## src/rtl/erls_pkg.sv

```systemverilog
package erls_pkg;

  localparam int unsigned LADDER_LEVELS_DEF = 6;

  localparam int unsigned RATE_W   = 32;
  localparam int unsigned WEIGHT_W = 16;
  localparam int unsigned LEVEL_W  = 3;
  localparam int unsigned CFG_IDX_W  = 4;
  localparam int unsigned CFG_DATA_W = 32;

  // Register indexes of the configuration port.
  localparam logic [CFG_IDX_W-1:0] CFG_IDX_WEIGHT = 4'd0;
  localparam logic [CFG_IDX_W-1:0] CFG_IDX_LEVELS = 4'd1;
  localparam logic [CFG_IDX_W-1:0] CFG_IDX_RATE0  = 4'd2;

  localparam logic [WEIGHT_W-1:0] WEIGHT_RESET = 16'd52429;
  localparam logic [LEVEL_W-1:0]  LEVELS_RESET = 3'd6;

  typedef struct packed {
    logic [WEIGHT_W-1:0] weight;
    logic [LEVEL_W-1:0]  levels;
  } erls_cfg_t;

endpackage

```

## src/rtl/erls_cfg_regs.sv

```systemverilog
module erls_cfg_regs import erls_pkg::*; #(
  parameter int unsigned LADDER_LEVELS = LADDER_LEVELS_DEF
) (
  input  logic                  clk_i,
  input  logic                  rst_ni,
  input  logic                  cfg_valid_i,
  output logic                  cfg_ready_o,
  input  logic [CFG_IDX_W-1:0]  cfg_index_i,
  input  logic [CFG_DATA_W-1:0] cfg_data_i,
  output erls_cfg_t             cfg_o,
  output logic [RATE_W-1:0]     rates_o [LADDER_LEVELS]
);

  logic                cfg_we;
  logic [WEIGHT_W-1:0] weight_q;
  logic [LEVEL_W-1:0]  levels_q;
  logic [RATE_W-1:0]   rates_q [LADDER_LEVELS];

  assign cfg_ready_o = 1'b1;
  assign cfg_we      = cfg_valid_i & cfg_ready_o;

  always_ff @(posedge clk_i or negedge rst_ni) begin
    if (!rst_ni) begin
      weight_q <= WEIGHT_RESET;
      levels_q <= LEVELS_RESET;
    end else if (cfg_we) begin
      if (cfg_index_i == CFG_IDX_WEIGHT) begin
        weight_q <= cfg_data_i[WEIGHT_W-1:0];
      end
      if (cfg_index_i == CFG_IDX_LEVELS) begin
        levels_q <= cfg_data_i[LEVEL_W-1:0];
      end
    end
  end

  // Writes to ladder entries above the built depth match no entry and are dropped.
  for (genvar k = 0; k < LADDER_LEVELS; k++) begin : g_rate
    always_ff @(posedge clk_i or negedge rst_ni) begin
      if (!rst_ni) begin
        rates_q[k] <= '0;
      end else if (cfg_we && (cfg_index_i == CFG_IDX_RATE0 + CFG_IDX_W'(k))) begin
        rates_q[k] <= cfg_data_i[RATE_W-1:0];
      end
    end
    assign rates_o[k] = rates_q[k];
  end

  assign cfg_o.weight = weight_q;
  assign cfg_o.levels = levels_q;

endmodule

```

## src/rtl/erls_ewma.sv

```systemverilog
module erls_ewma import erls_pkg::*; (
  input  logic [RATE_W-1:0]   sample_i,
  input  logic [RATE_W-1:0]   avg_i,
  input  logic [WEIGHT_W-1:0] weight_i,
  output logic [RATE_W-1:0]   avg_o
);

  // w*a + (65536-w)*s equals 65536*a + (65536-w)*(s-a), so one signed
  // product and an arithmetic shift give the exact floored result.
  logic signed [RATE_W:0]            diff;
  logic signed [WEIGHT_W+1:0]        gain;
  logic signed [RATE_W+WEIGHT_W+2:0] prod;
  logic signed [RATE_W+WEIGHT_W+2:0] prod_sh;

  always_comb begin
    diff    = $signed({1'b0, sample_i}) - $signed({1'b0, avg_i});
    gain    = $signed({1'b0, 1'b1, {WEIGHT_W{1'b0}}}) - $signed({2'b00, weight_i});
    prod    = (RATE_W+WEIGHT_W+3)'(diff) * (RATE_W+WEIGHT_W+3)'(gain);
    prod_sh = prod >>> WEIGHT_W;
    if (avg_i == '0) begin
      avg_o = sample_i;
    end else begin
      // The true average always fits, so the low word of the sum is exact.
      avg_o = avg_i + prod_sh[RATE_W-1:0];
    end
  end

endmodule

```

## src/rtl/erls_ladder.sv

```systemverilog
module erls_ladder import erls_pkg::*; #(
  parameter int unsigned LADDER_LEVELS = LADDER_LEVELS_DEF
) (
  input  logic [RATE_W-1:0]  avg_i,
  input  logic [LEVEL_W-1:0] levels_i,
  input  logic [RATE_W-1:0]  rates_i [LADDER_LEVELS],
  output logic [LEVEL_W-1:0] level_o,
  output logic [RATE_W-1:0]  rate_o
);

  localparam logic [LEVEL_W-1:0] LvlMax = LEVEL_W'(LADDER_LEVELS);

  logic [LEVEL_W-1:0] n_eff;

  always_comb begin
    if (levels_i == '0) begin
      n_eff = LEVEL_W'(1);
    end else if (levels_i > LvlMax) begin
      n_eff = LvlMax;
    end else begin
      n_eff = levels_i;
    end

    // Walk from the top down so the lowest exceeding entry wins.
    level_o = n_eff - LEVEL_W'(1);
    for (int i = LADDER_LEVELS - 1; i >= 0; i--) begin
      if ((LEVEL_W'(i) < n_eff) && (rates_i[i] > avg_i)) begin
        level_o = (i == 0) ? '0 : LEVEL_W'(i - 1);
      end
    end

    rate_o = '0;
    for (int i = 0; i < LADDER_LEVELS; i++) begin
      if (level_o == LEVEL_W'(i)) begin
        rate_o = rates_i[i];
      end
    end
  end

endmodule

```

## src/rtl/ewma_rate_ladder_select_unit.sv

```systemverilog
// Three-register pipeline: sample register, average register, result register.
// A sample moves through the sample and average registers into the result register.
// One sample per cycle while out_stall_i is low; the average recurrence closes through avg_q alone.
// Reset clears the average to zero, empties the pipeline and restores the
// configuration registers to their default values.
module ewma_rate_ladder_select_unit import erls_pkg::*; #(
  parameter int unsigned LADDER_LEVELS = LADDER_LEVELS_DEF
) (
  input  logic                  clk_i,
  input  logic                  rst_ni,
  input  logic                  cfg_valid_i,
  output logic                  cfg_ready_o,
  input  logic [CFG_IDX_W-1:0]  cfg_index_i,
  input  logic [CFG_DATA_W-1:0] cfg_data_i,
  input  logic                  in_valid_i,
  output logic                  in_stall_o,
  input  logic [RATE_W-1:0]     measured_rate_i,
  output logic                  out_valid_o,
  input  logic                  out_stall_i,
  output logic [LEVEL_W-1:0]    chosen_level_o,
  output logic [RATE_W-1:0]     chosen_rate_o,
  output logic [RATE_W-1:0]     smoothed_rate_o
);

  erls_cfg_t          cfg;
  logic [RATE_W-1:0]  rates [LADDER_LEVELS];

  logic               s1_valid_q, s1_valid_d;
  logic [RATE_W-1:0]  s1_sample_q;
  logic               s2_valid_q, s2_valid_d;
  logic [RATE_W-1:0]  avg_q, avg_d;
  logic               out_valid_q, out_valid_d;
  logic [LEVEL_W-1:0] level_q, level_d;
  logic [RATE_W-1:0]  rate_q, rate_d;
  logic [RATE_W-1:0]  smooth_q;

  logic               s1_load, s2_load, out_load;

  erls_cfg_regs #(
    .LADDER_LEVELS(LADDER_LEVELS)
  ) u_cfg (
    .clk_i      (clk_i),
    .rst_ni     (rst_ni),
    .cfg_valid_i(cfg_valid_i),
    .cfg_ready_o(cfg_ready_o),
    .cfg_index_i(cfg_index_i),
    .cfg_data_i (cfg_data_i),
    .cfg_o      (cfg),
    .rates_o    (rates)
  );

  erls_ewma u_ewma (
    .sample_i(s1_sample_q),
    .avg_i   (avg_q),
    .weight_i(cfg.weight),
    .avg_o   (avg_d)
  );

  erls_ladder #(
    .LADDER_LEVELS(LADDER_LEVELS)
  ) u_ladder (
    .avg_i   (avg_q),
    .levels_i(cfg.levels),
    .rates_i (rates),
    .level_o (level_d),
    .rate_o  (rate_d)
  );

  // Each stage loads when it is empty or its content moves on this cycle.
  assign out_load   = s2_valid_q & (~out_valid_q | ~out_stall_i);
  assign s2_load    = s1_valid_q & (~s2_valid_q | out_load);
  assign in_stall_o = s1_valid_q & ~s2_load;
  assign s1_load    = in_valid_i & ~in_stall_o;

  assign s1_valid_d  = s1_load | (s1_valid_q & ~s2_load);
  assign s2_valid_d  = s2_load | (s2_valid_q & ~out_load);
  assign out_valid_d = out_load | (out_valid_q & out_stall_i);

  always_ff @(posedge clk_i or negedge rst_ni) begin
    if (!rst_ni) begin
      s1_valid_q  <= 1'b0;
      s2_valid_q  <= 1'b0;
      out_valid_q <= 1'b0;
      avg_q       <= '0;
    end else begin
      s1_valid_q  <= s1_valid_d;
      s2_valid_q  <= s2_valid_d;
      out_valid_q <= out_valid_d;
      if (s2_load) begin
        avg_q <= avg_d;
      end
    end
  end

  always_ff @(posedge clk_i) begin
    if (s1_load) begin
      s1_sample_q <= measured_rate_i;
    end
    if (out_load) begin
      level_q  <= level_d;
      rate_q   <= rate_d;
      smooth_q <= avg_q;
    end
  end

  assign out_valid_o     = out_valid_q;
  assign chosen_level_o  = level_q;
  assign chosen_rate_o   = rate_q;
  assign smoothed_rate_o = smooth_q;

endmodule

```

## config.mk

```make
export PLATFORM = sky130hd
export DESIGN_NAME = ewma_rate_ladder_select_unit
export DESIGN_NICKNAME = d
export VERILOG_FILES = /design/src/rtl/erls_pkg.sv /design/src/rtl/erls_cfg_regs.sv /design/src/rtl/erls_ewma.sv /design/src/rtl/erls_ladder.sv /design/src/rtl/ewma_rate_ladder_select_unit.sv
export SDC_FILE = /design/constraint.sdc
export NUM_CORES = 2
export LEC_CHECK = 0
export ABC_AREA = 1
export BUFFER_PORTS_ARGS = -buffer_cell sky130_fd_sc_hd__buf_2
export CAP_MARGIN = 0
export CORE_MARGIN = 3
export CORE_UTILIZATION = 58
export DETAILED_ROUTE_END_ITERATION = 16
export GPL_TIMING_DRIVEN = 0
export PLACE_DENSITY = 0.75
export SLEW_MARGIN = 15
export SYNTH_ARGS = -nofsm -noshare
export SYNTH_HDL_FRONTEND = slang
export SYNTH_SLANG_ARGS = --single-unit
```

## constraint.sdc

```tcl
create_clock -name clk_i -period 11.3 [get_ports clk_i]
set_clock_uncertainty 0.1 [all_clocks]
set_input_delay 3.39 -clock clk_i [delete_from_list [all_inputs] [get_ports clk_i]]
set_output_delay 3.39 -clock clk_i [all_outputs]
set_load 0.01 [all_outputs]
```

After elaboration in Yosys (flattened, before gate mapping)
Cells that the tools add are included.
Widths: inputs -> output; s select.
- magnitude comparators: 13
- $mul: 1
- bitwise gates (word level): 17
- equal/unequal tests: 12
- muxes and demuxes: 15
- reductions and logical operators: 18
- add/sub/neg operators: 4
- operators by type and width (cell ; count):
    $mux 32 ; 7
    $gt 32x32->1 ; 6
    $mul 33x18->48 ; 1
    $sub 32x32->33 ; 1
    $add 32x32->32 ; 1
    $logic_not 32->1 ; 1
    $mux 3 ; 8
    $sub 17x16->18 const A ; 1
    $eq 4x3->1 const B ; 4
    $logic_and 1x1->1 ; 12
    $eq 4x2->1 const B ; 2
    $and 1x1->1 ; 6
    $eq 3x2->1 const B ; 2
    $eq 3x3->1 const B ; 2
    $logic_not 3->1 ; 2
    $lt 1x3->1 const A ; 2
    $lt 2x3->1 const A ; 2
    $lt 3x3->1 const A ; 2
    $not 1->1 ; 6
    $or 1x1->1 ; 5
    $eq 4x1->1 const B ; 1
    $logic_not 4->1 ; 1
    $reduce_and 2->1 ; 2
    $eq 3x1->1 const B ; 1
    other kinds (2) ; 2
- bits in registers: 345
- bits of input ports: 73
- output and inout port bits: 70
- logic and storage cells: 96

Logic depth before layout (Yosys ltp)
- word-level depth: 18
- gate-level depth with buffers: 58
- mapped depth without buffers: 58

By module
Synthesis repeated with hierarchy kept, for this count alone.
- cell total of the unflattened synthesis: 5386
- area, all modules: 42630.9 um2
- modules (own cells, without submodules) (module ; instances ; cells each ; seq. area each (um2) ; area each (um2)):
    erls_ewma ; 1 ; 3125 ; 0.0 ; 23043.4
    erls_cfg_regs ; 1 ; 976 ; 5293.8 ; 8635.8
    erls_ladder ; 1 ; 1033 ; 0.0 ; 6565.0
    ewma_rate_ladder_select_unit ; 1 ; 252 ; 3848.7 ; 4386.7

Worst setup path after synthesis
Ideal clock, no wire load.
- path type: reg-to-reg
- start: register avg_q[0]
- end: register avg_q[31]
- library setup time: 0.117 ns
- clock period less this slack: 8.794 ns
- setup slack: 2.506 ns
- data required time: 11.083 ns
- arrival: 8.577 ns
- cell stages (with the launch flop): 54
- path buffers: 1
- path through: dfrtp_1 > ha_1 > fa_1 > inv_1 > nand2_1 > nand2_1 > nand2_1 > nand2_1 > nand2_1 > nand2_2 > a21oi_2 > o21bai_4 > a21oi_2 > o21ai_2 > a21oi_1 > or2_1 > nand2_1 > buf_4 > [18 not listed] > a21oi_1 > xor2_1 > inv_1 > ha_1 > nand2_1 > nor2_1 > inv_1 > o21a_1 > o21ai_0 > a31oi_1 > inv_1 > nand2_1 > nand2_1 > nand3_1 > nand2_1 > nand2_1 > nand2_1 > nand2_1
- word-level cells in the longest chain between the ends: 4
- elaborated cells between the ends (all ways): 5
- those cells by class: add/sub (2); mul (1); mux (1); reduce/logical (1)
- RTL lines (what ; RTL line ; text):
    start, declared ; ewma_rate_ladder_select_unit.sv:31 ; logic [RATE_W-1:0] avg_q, avg_d;
    start signal, assigned ; ewma_rate_ladder_select_unit.sv:90 ; avg_q <= avg_d;
    $sub 32x32->33 ; erls_ewma.sv:16 ; diff = $signed({1'b0, sample_i}) - $signed({1'b0, avg_i});
    $mul 33x18->48 ; erls_ewma.sv:18 ; prod = (RATE_W+WEIGHT_W+3)'(diff) * (RATE_W+WEIGHT_W+3)'(gain);
    $add 32x32->32 ; erls_ewma.sv:24 ; avg_o = avg_i + prod_sh[RATE_W-1:0];
    $mux 32 (*) ; erls_ewma.sv:20 ; if (avg_i == '0) begin
Every way passes the cells marked *; elsewhere a longest branch is shown, timed or not.
A chain may end at the register's enable or synchronous reset.

Final worst setup path
- start: register u_cfg.weight_q[0]
- end: register avg_q[31]
- word-level cells in the longest chain between the ends: 4
- RTL lines (what ; RTL line ; text):
    start, declared ; erls_cfg_regs.sv:15 ; logic [WEIGHT_W-1:0] weight_q;
    start signal, assigned ; erls_cfg_regs.sv:28 ; weight_q <= cfg_data_i[WEIGHT_W-1:0];
    $sub 17x16->18 ; erls_ewma.sv:17 ; gain = $signed({1'b0, 1'b1, {WEIGHT_W{1'b0}}}) - $signed({2'b00, weight_i});
    $mul 33x18->48 ; erls_ewma.sv:18 ;
    $add 32x32->32 ; erls_ewma.sv:24 ;
    $mux 32 ; erls_ewma.sv:20 ;
Every way passes these cells.

==> metrics.txt <==
R2R cell count=37; worst setup path startpoint=u_cfg.weight_q[0]; H-tree levels=2; Remaining Overflow, GRT=0; Area Overhead vs Synth=9.892%; Slew Limit Headroom=between 10% and 20%; FILL cells=5,908; routed len/inst=between 20 and 25 µm; Hold Crit Depth=2; hold buffers post-CTS=0; Synth Area in Adders=between 30% and 40%; outcome=finished clean; Setup violations, final=0; CTS tree=built; min Tclk post-route=10.93 ns; largest net degree at the start of global routing=103; Yosys top cell area share=25.39%; clock-pin slew on the worst setup and hold paths=approximately 0.060 ns; period utilization=a little over nine tenths; flops & latches, synth=between 300 and 400; synthesized area=between 0.04 and 0.05 mm²; syn_nets=slightly below 6,000; Synth warnings=0; top post-synthesis cells by area=fa_1 (25%), dfrtp_1 (14%), ha_1 (11%); post-synthesis xor/xnor area fraction=2.153%; drt first pass iters=8; post-synthesis mux area share=0%; CP max-delay cell=fa_1; area leader, netlist=fa_1; Hold Violations, Final=0; Buffers on Ports=141; Max Cap Viol=0; first-pass GRT wire length=208.1 mm; met2 wire length=58.33 mm; Chip Width=approximately 270 µm; commonest cells in the netlist=nand2_1 (947), inv_1 (909), nor2_1 (551), fa_1 (516), ha_1 (371); initial antenna violation count=4; final worst slack=approximately 0.37 ns; CTS max path bufs=3; Top Metal Used=met5; CP Capture Type=register; Root Buffer Master=clkbuf_16; via count=between 30,000 and 40,000; Layout Nets=~6,100; Placement Setup Slack=-0.7773 ns; Die Span Y=about 270 µm; Critical Path Source Type=register; syn avg cell area=8.239 µm²; Critical Path RT=roughly 12 ns; Routed Antenna Nets=0; layout cells sized above 1=8.690%; min-delay worst type=register to register; CTS Buf Count=38; Via density=5.885; core area=between 0.06 and 0.07 mm²; post-synthesis compound-gate area fraction=under 10%; predominant post-synthesis flop cell=dfrtp_1; All-Layer GR Usage=between 30% and 40%; most frequent cell after synthesis=nand2_1; number of global-route vias before repair=approximately 36,000; library cells used by synthesis=62; Worst Tran Pin Value=between 1 and 1.5 ns; crit path max fanout=18; met1 WL=51.90 mm; Rows=96; Top-Level Pins=143; DRT iter0 DRCs=around 3,800; Cells after Synth=approximately 5,000; met3 WL=17.85 mm; HP Start=u_cfg.weight_q[11]; WS Path Type=register to register; post-synthesis async set-or-reset flop share=a little under three quarters; worst skew pair latency=0.60 ns; CP max stage delay=between 0.8 and 0.9 ns; fmax=about 91 MHz; GP Congestion=roughly 1.0; DP HPWL=approximately 110 mm; Buf/Inv on CP=8; sequential area share after synthesis=about 22%; Initial Util=about three fifths; total wire length=around 140 mm; Levels on crit path=37; Final Hold Slack=around 0.41 ns; critical path's most frequent cell=nand2_1; die outline area=approximately 0.073 mm²; Post-synth EDFFs=99; reg-to-reg critical path startpoint=u_cfg.weight_q[0]; WP data arrival=roughly 11 ns; # DRC=0; Post-Synth Simple-Gate Area=a little under a fifth; dominant combinational cell family by area after synthesis=adder cells; clock sink count=approximately 350; CP top delay family=adder cells; fin. max-slew vios=0
## metrics by stage
stage	TNS, ns	cells	util (%)	cell area (µm²)
2_1_floorplan	0	4937	-	40680
3_3_place_gp	-3.711	6009	61.61	42550
3_5_place_dp	-7.298	6015	61.90	42750
4_1_cts	0	6083	63.81	44070
5_1_grt	-0.04757	6121	64.72	44700
6_report	0	6122	64.72	44700
## cells in the final DEF, fill, tap and decap left out, drive strengths merged, types with 33 or more instances in the layout
cell type and n:
xor2 61, edfxtp 99, ha 371, nand3 116, o21ai 348, xnor2 33
nand2 959, nor2 564, inv 909, dfrtp 235, clkbuf 157, fa 516
nand4 93, buf 241, a21oi 242
## layer usage
| metal | vias to the layer above | global-route usage (%) |
|---|---|---|
| met5 | - | 0 |
| met4 | 6 | 17.90 |
| met3 | 418 | 11.17 |
| met2 | 2173 | 55.60 |
| met1 | 17492 | 50.23 |
| li1 | 15938 | - |
## path summary, 6_finish.rpt
check / slack [ns] / endpoint
max: 0.37 / avg_q[31]
min: 0.41 / u_cfg.weight_q[11]
max reg2reg: 0.37 / avg_q[31]
min reg2reg: 0.41 / u_cfg.weight_q[11]
max in group asynchronous: 7.50 / u_cfg.weight_q[15]
min in group asynchronous: 2.66 / u_cfg.rates_o[30]
## area by class of cell
class	count	area, µm²	area share (%)
multi-input combinational	3503	27520	61.56
buffer	155	794.5	1.777
inverter	930	3571	7.988
sequential	345	9146	20.46
antenna	1	2.502	0.005598
tap	931	1165	2.606
clock buffer	55	1085	2.427
timing repair buffer	188	1226	2.743
clock inverter	14	192.7	0.4310
## sequential cells by signal (all words and copies together) (netlist names)
register and count:
u_cfg.levels_q 3, smoothed_rate_o 32, s2_valid_q 1, s1_valid_q 1
avg_q 32, out_valid_o 1, chosen_rate_o 32, u_cfg.rates_o 192
s1_sample_q 32, chosen_level_o 3, u_cfg.weight_q 16
## worst register-to-register path: cells and delay by family (launching register included)
family / cells / cell delay (ns)
AOI/OAI and AO/OA: 6 / 1.17
DFF: 1 / 0.51
adders and majority gates: 8 / 4.00
xor gates and xnor gates: 2 / 1.05
buffers and inverters: 8 / 2.15
and+or+nand+nor: 13 / 1.82
## timing repair
item | 4_1_cts | 5_1_grt
setup endpoints to repair | 18 | 18
setup buffers | 0 | 41
gates resized for setup | 8 | 75
pin swaps | 0 | 2
## cell families (layout without fill, tap and decap cells)
family | after synthesis | after routing
compound gates | 712 | 712
xor+xnor | 94 | 94
fa+ha+maj | 887 | 887
buf+inv | 1089 | 1342
flops | 345 | 345
other cells | 1 | 2
simple gates | 1809 | 1809
Power is not shown: default switching activity piles up to over one toggle a cycle in this logic, so the estimate is an artifact.
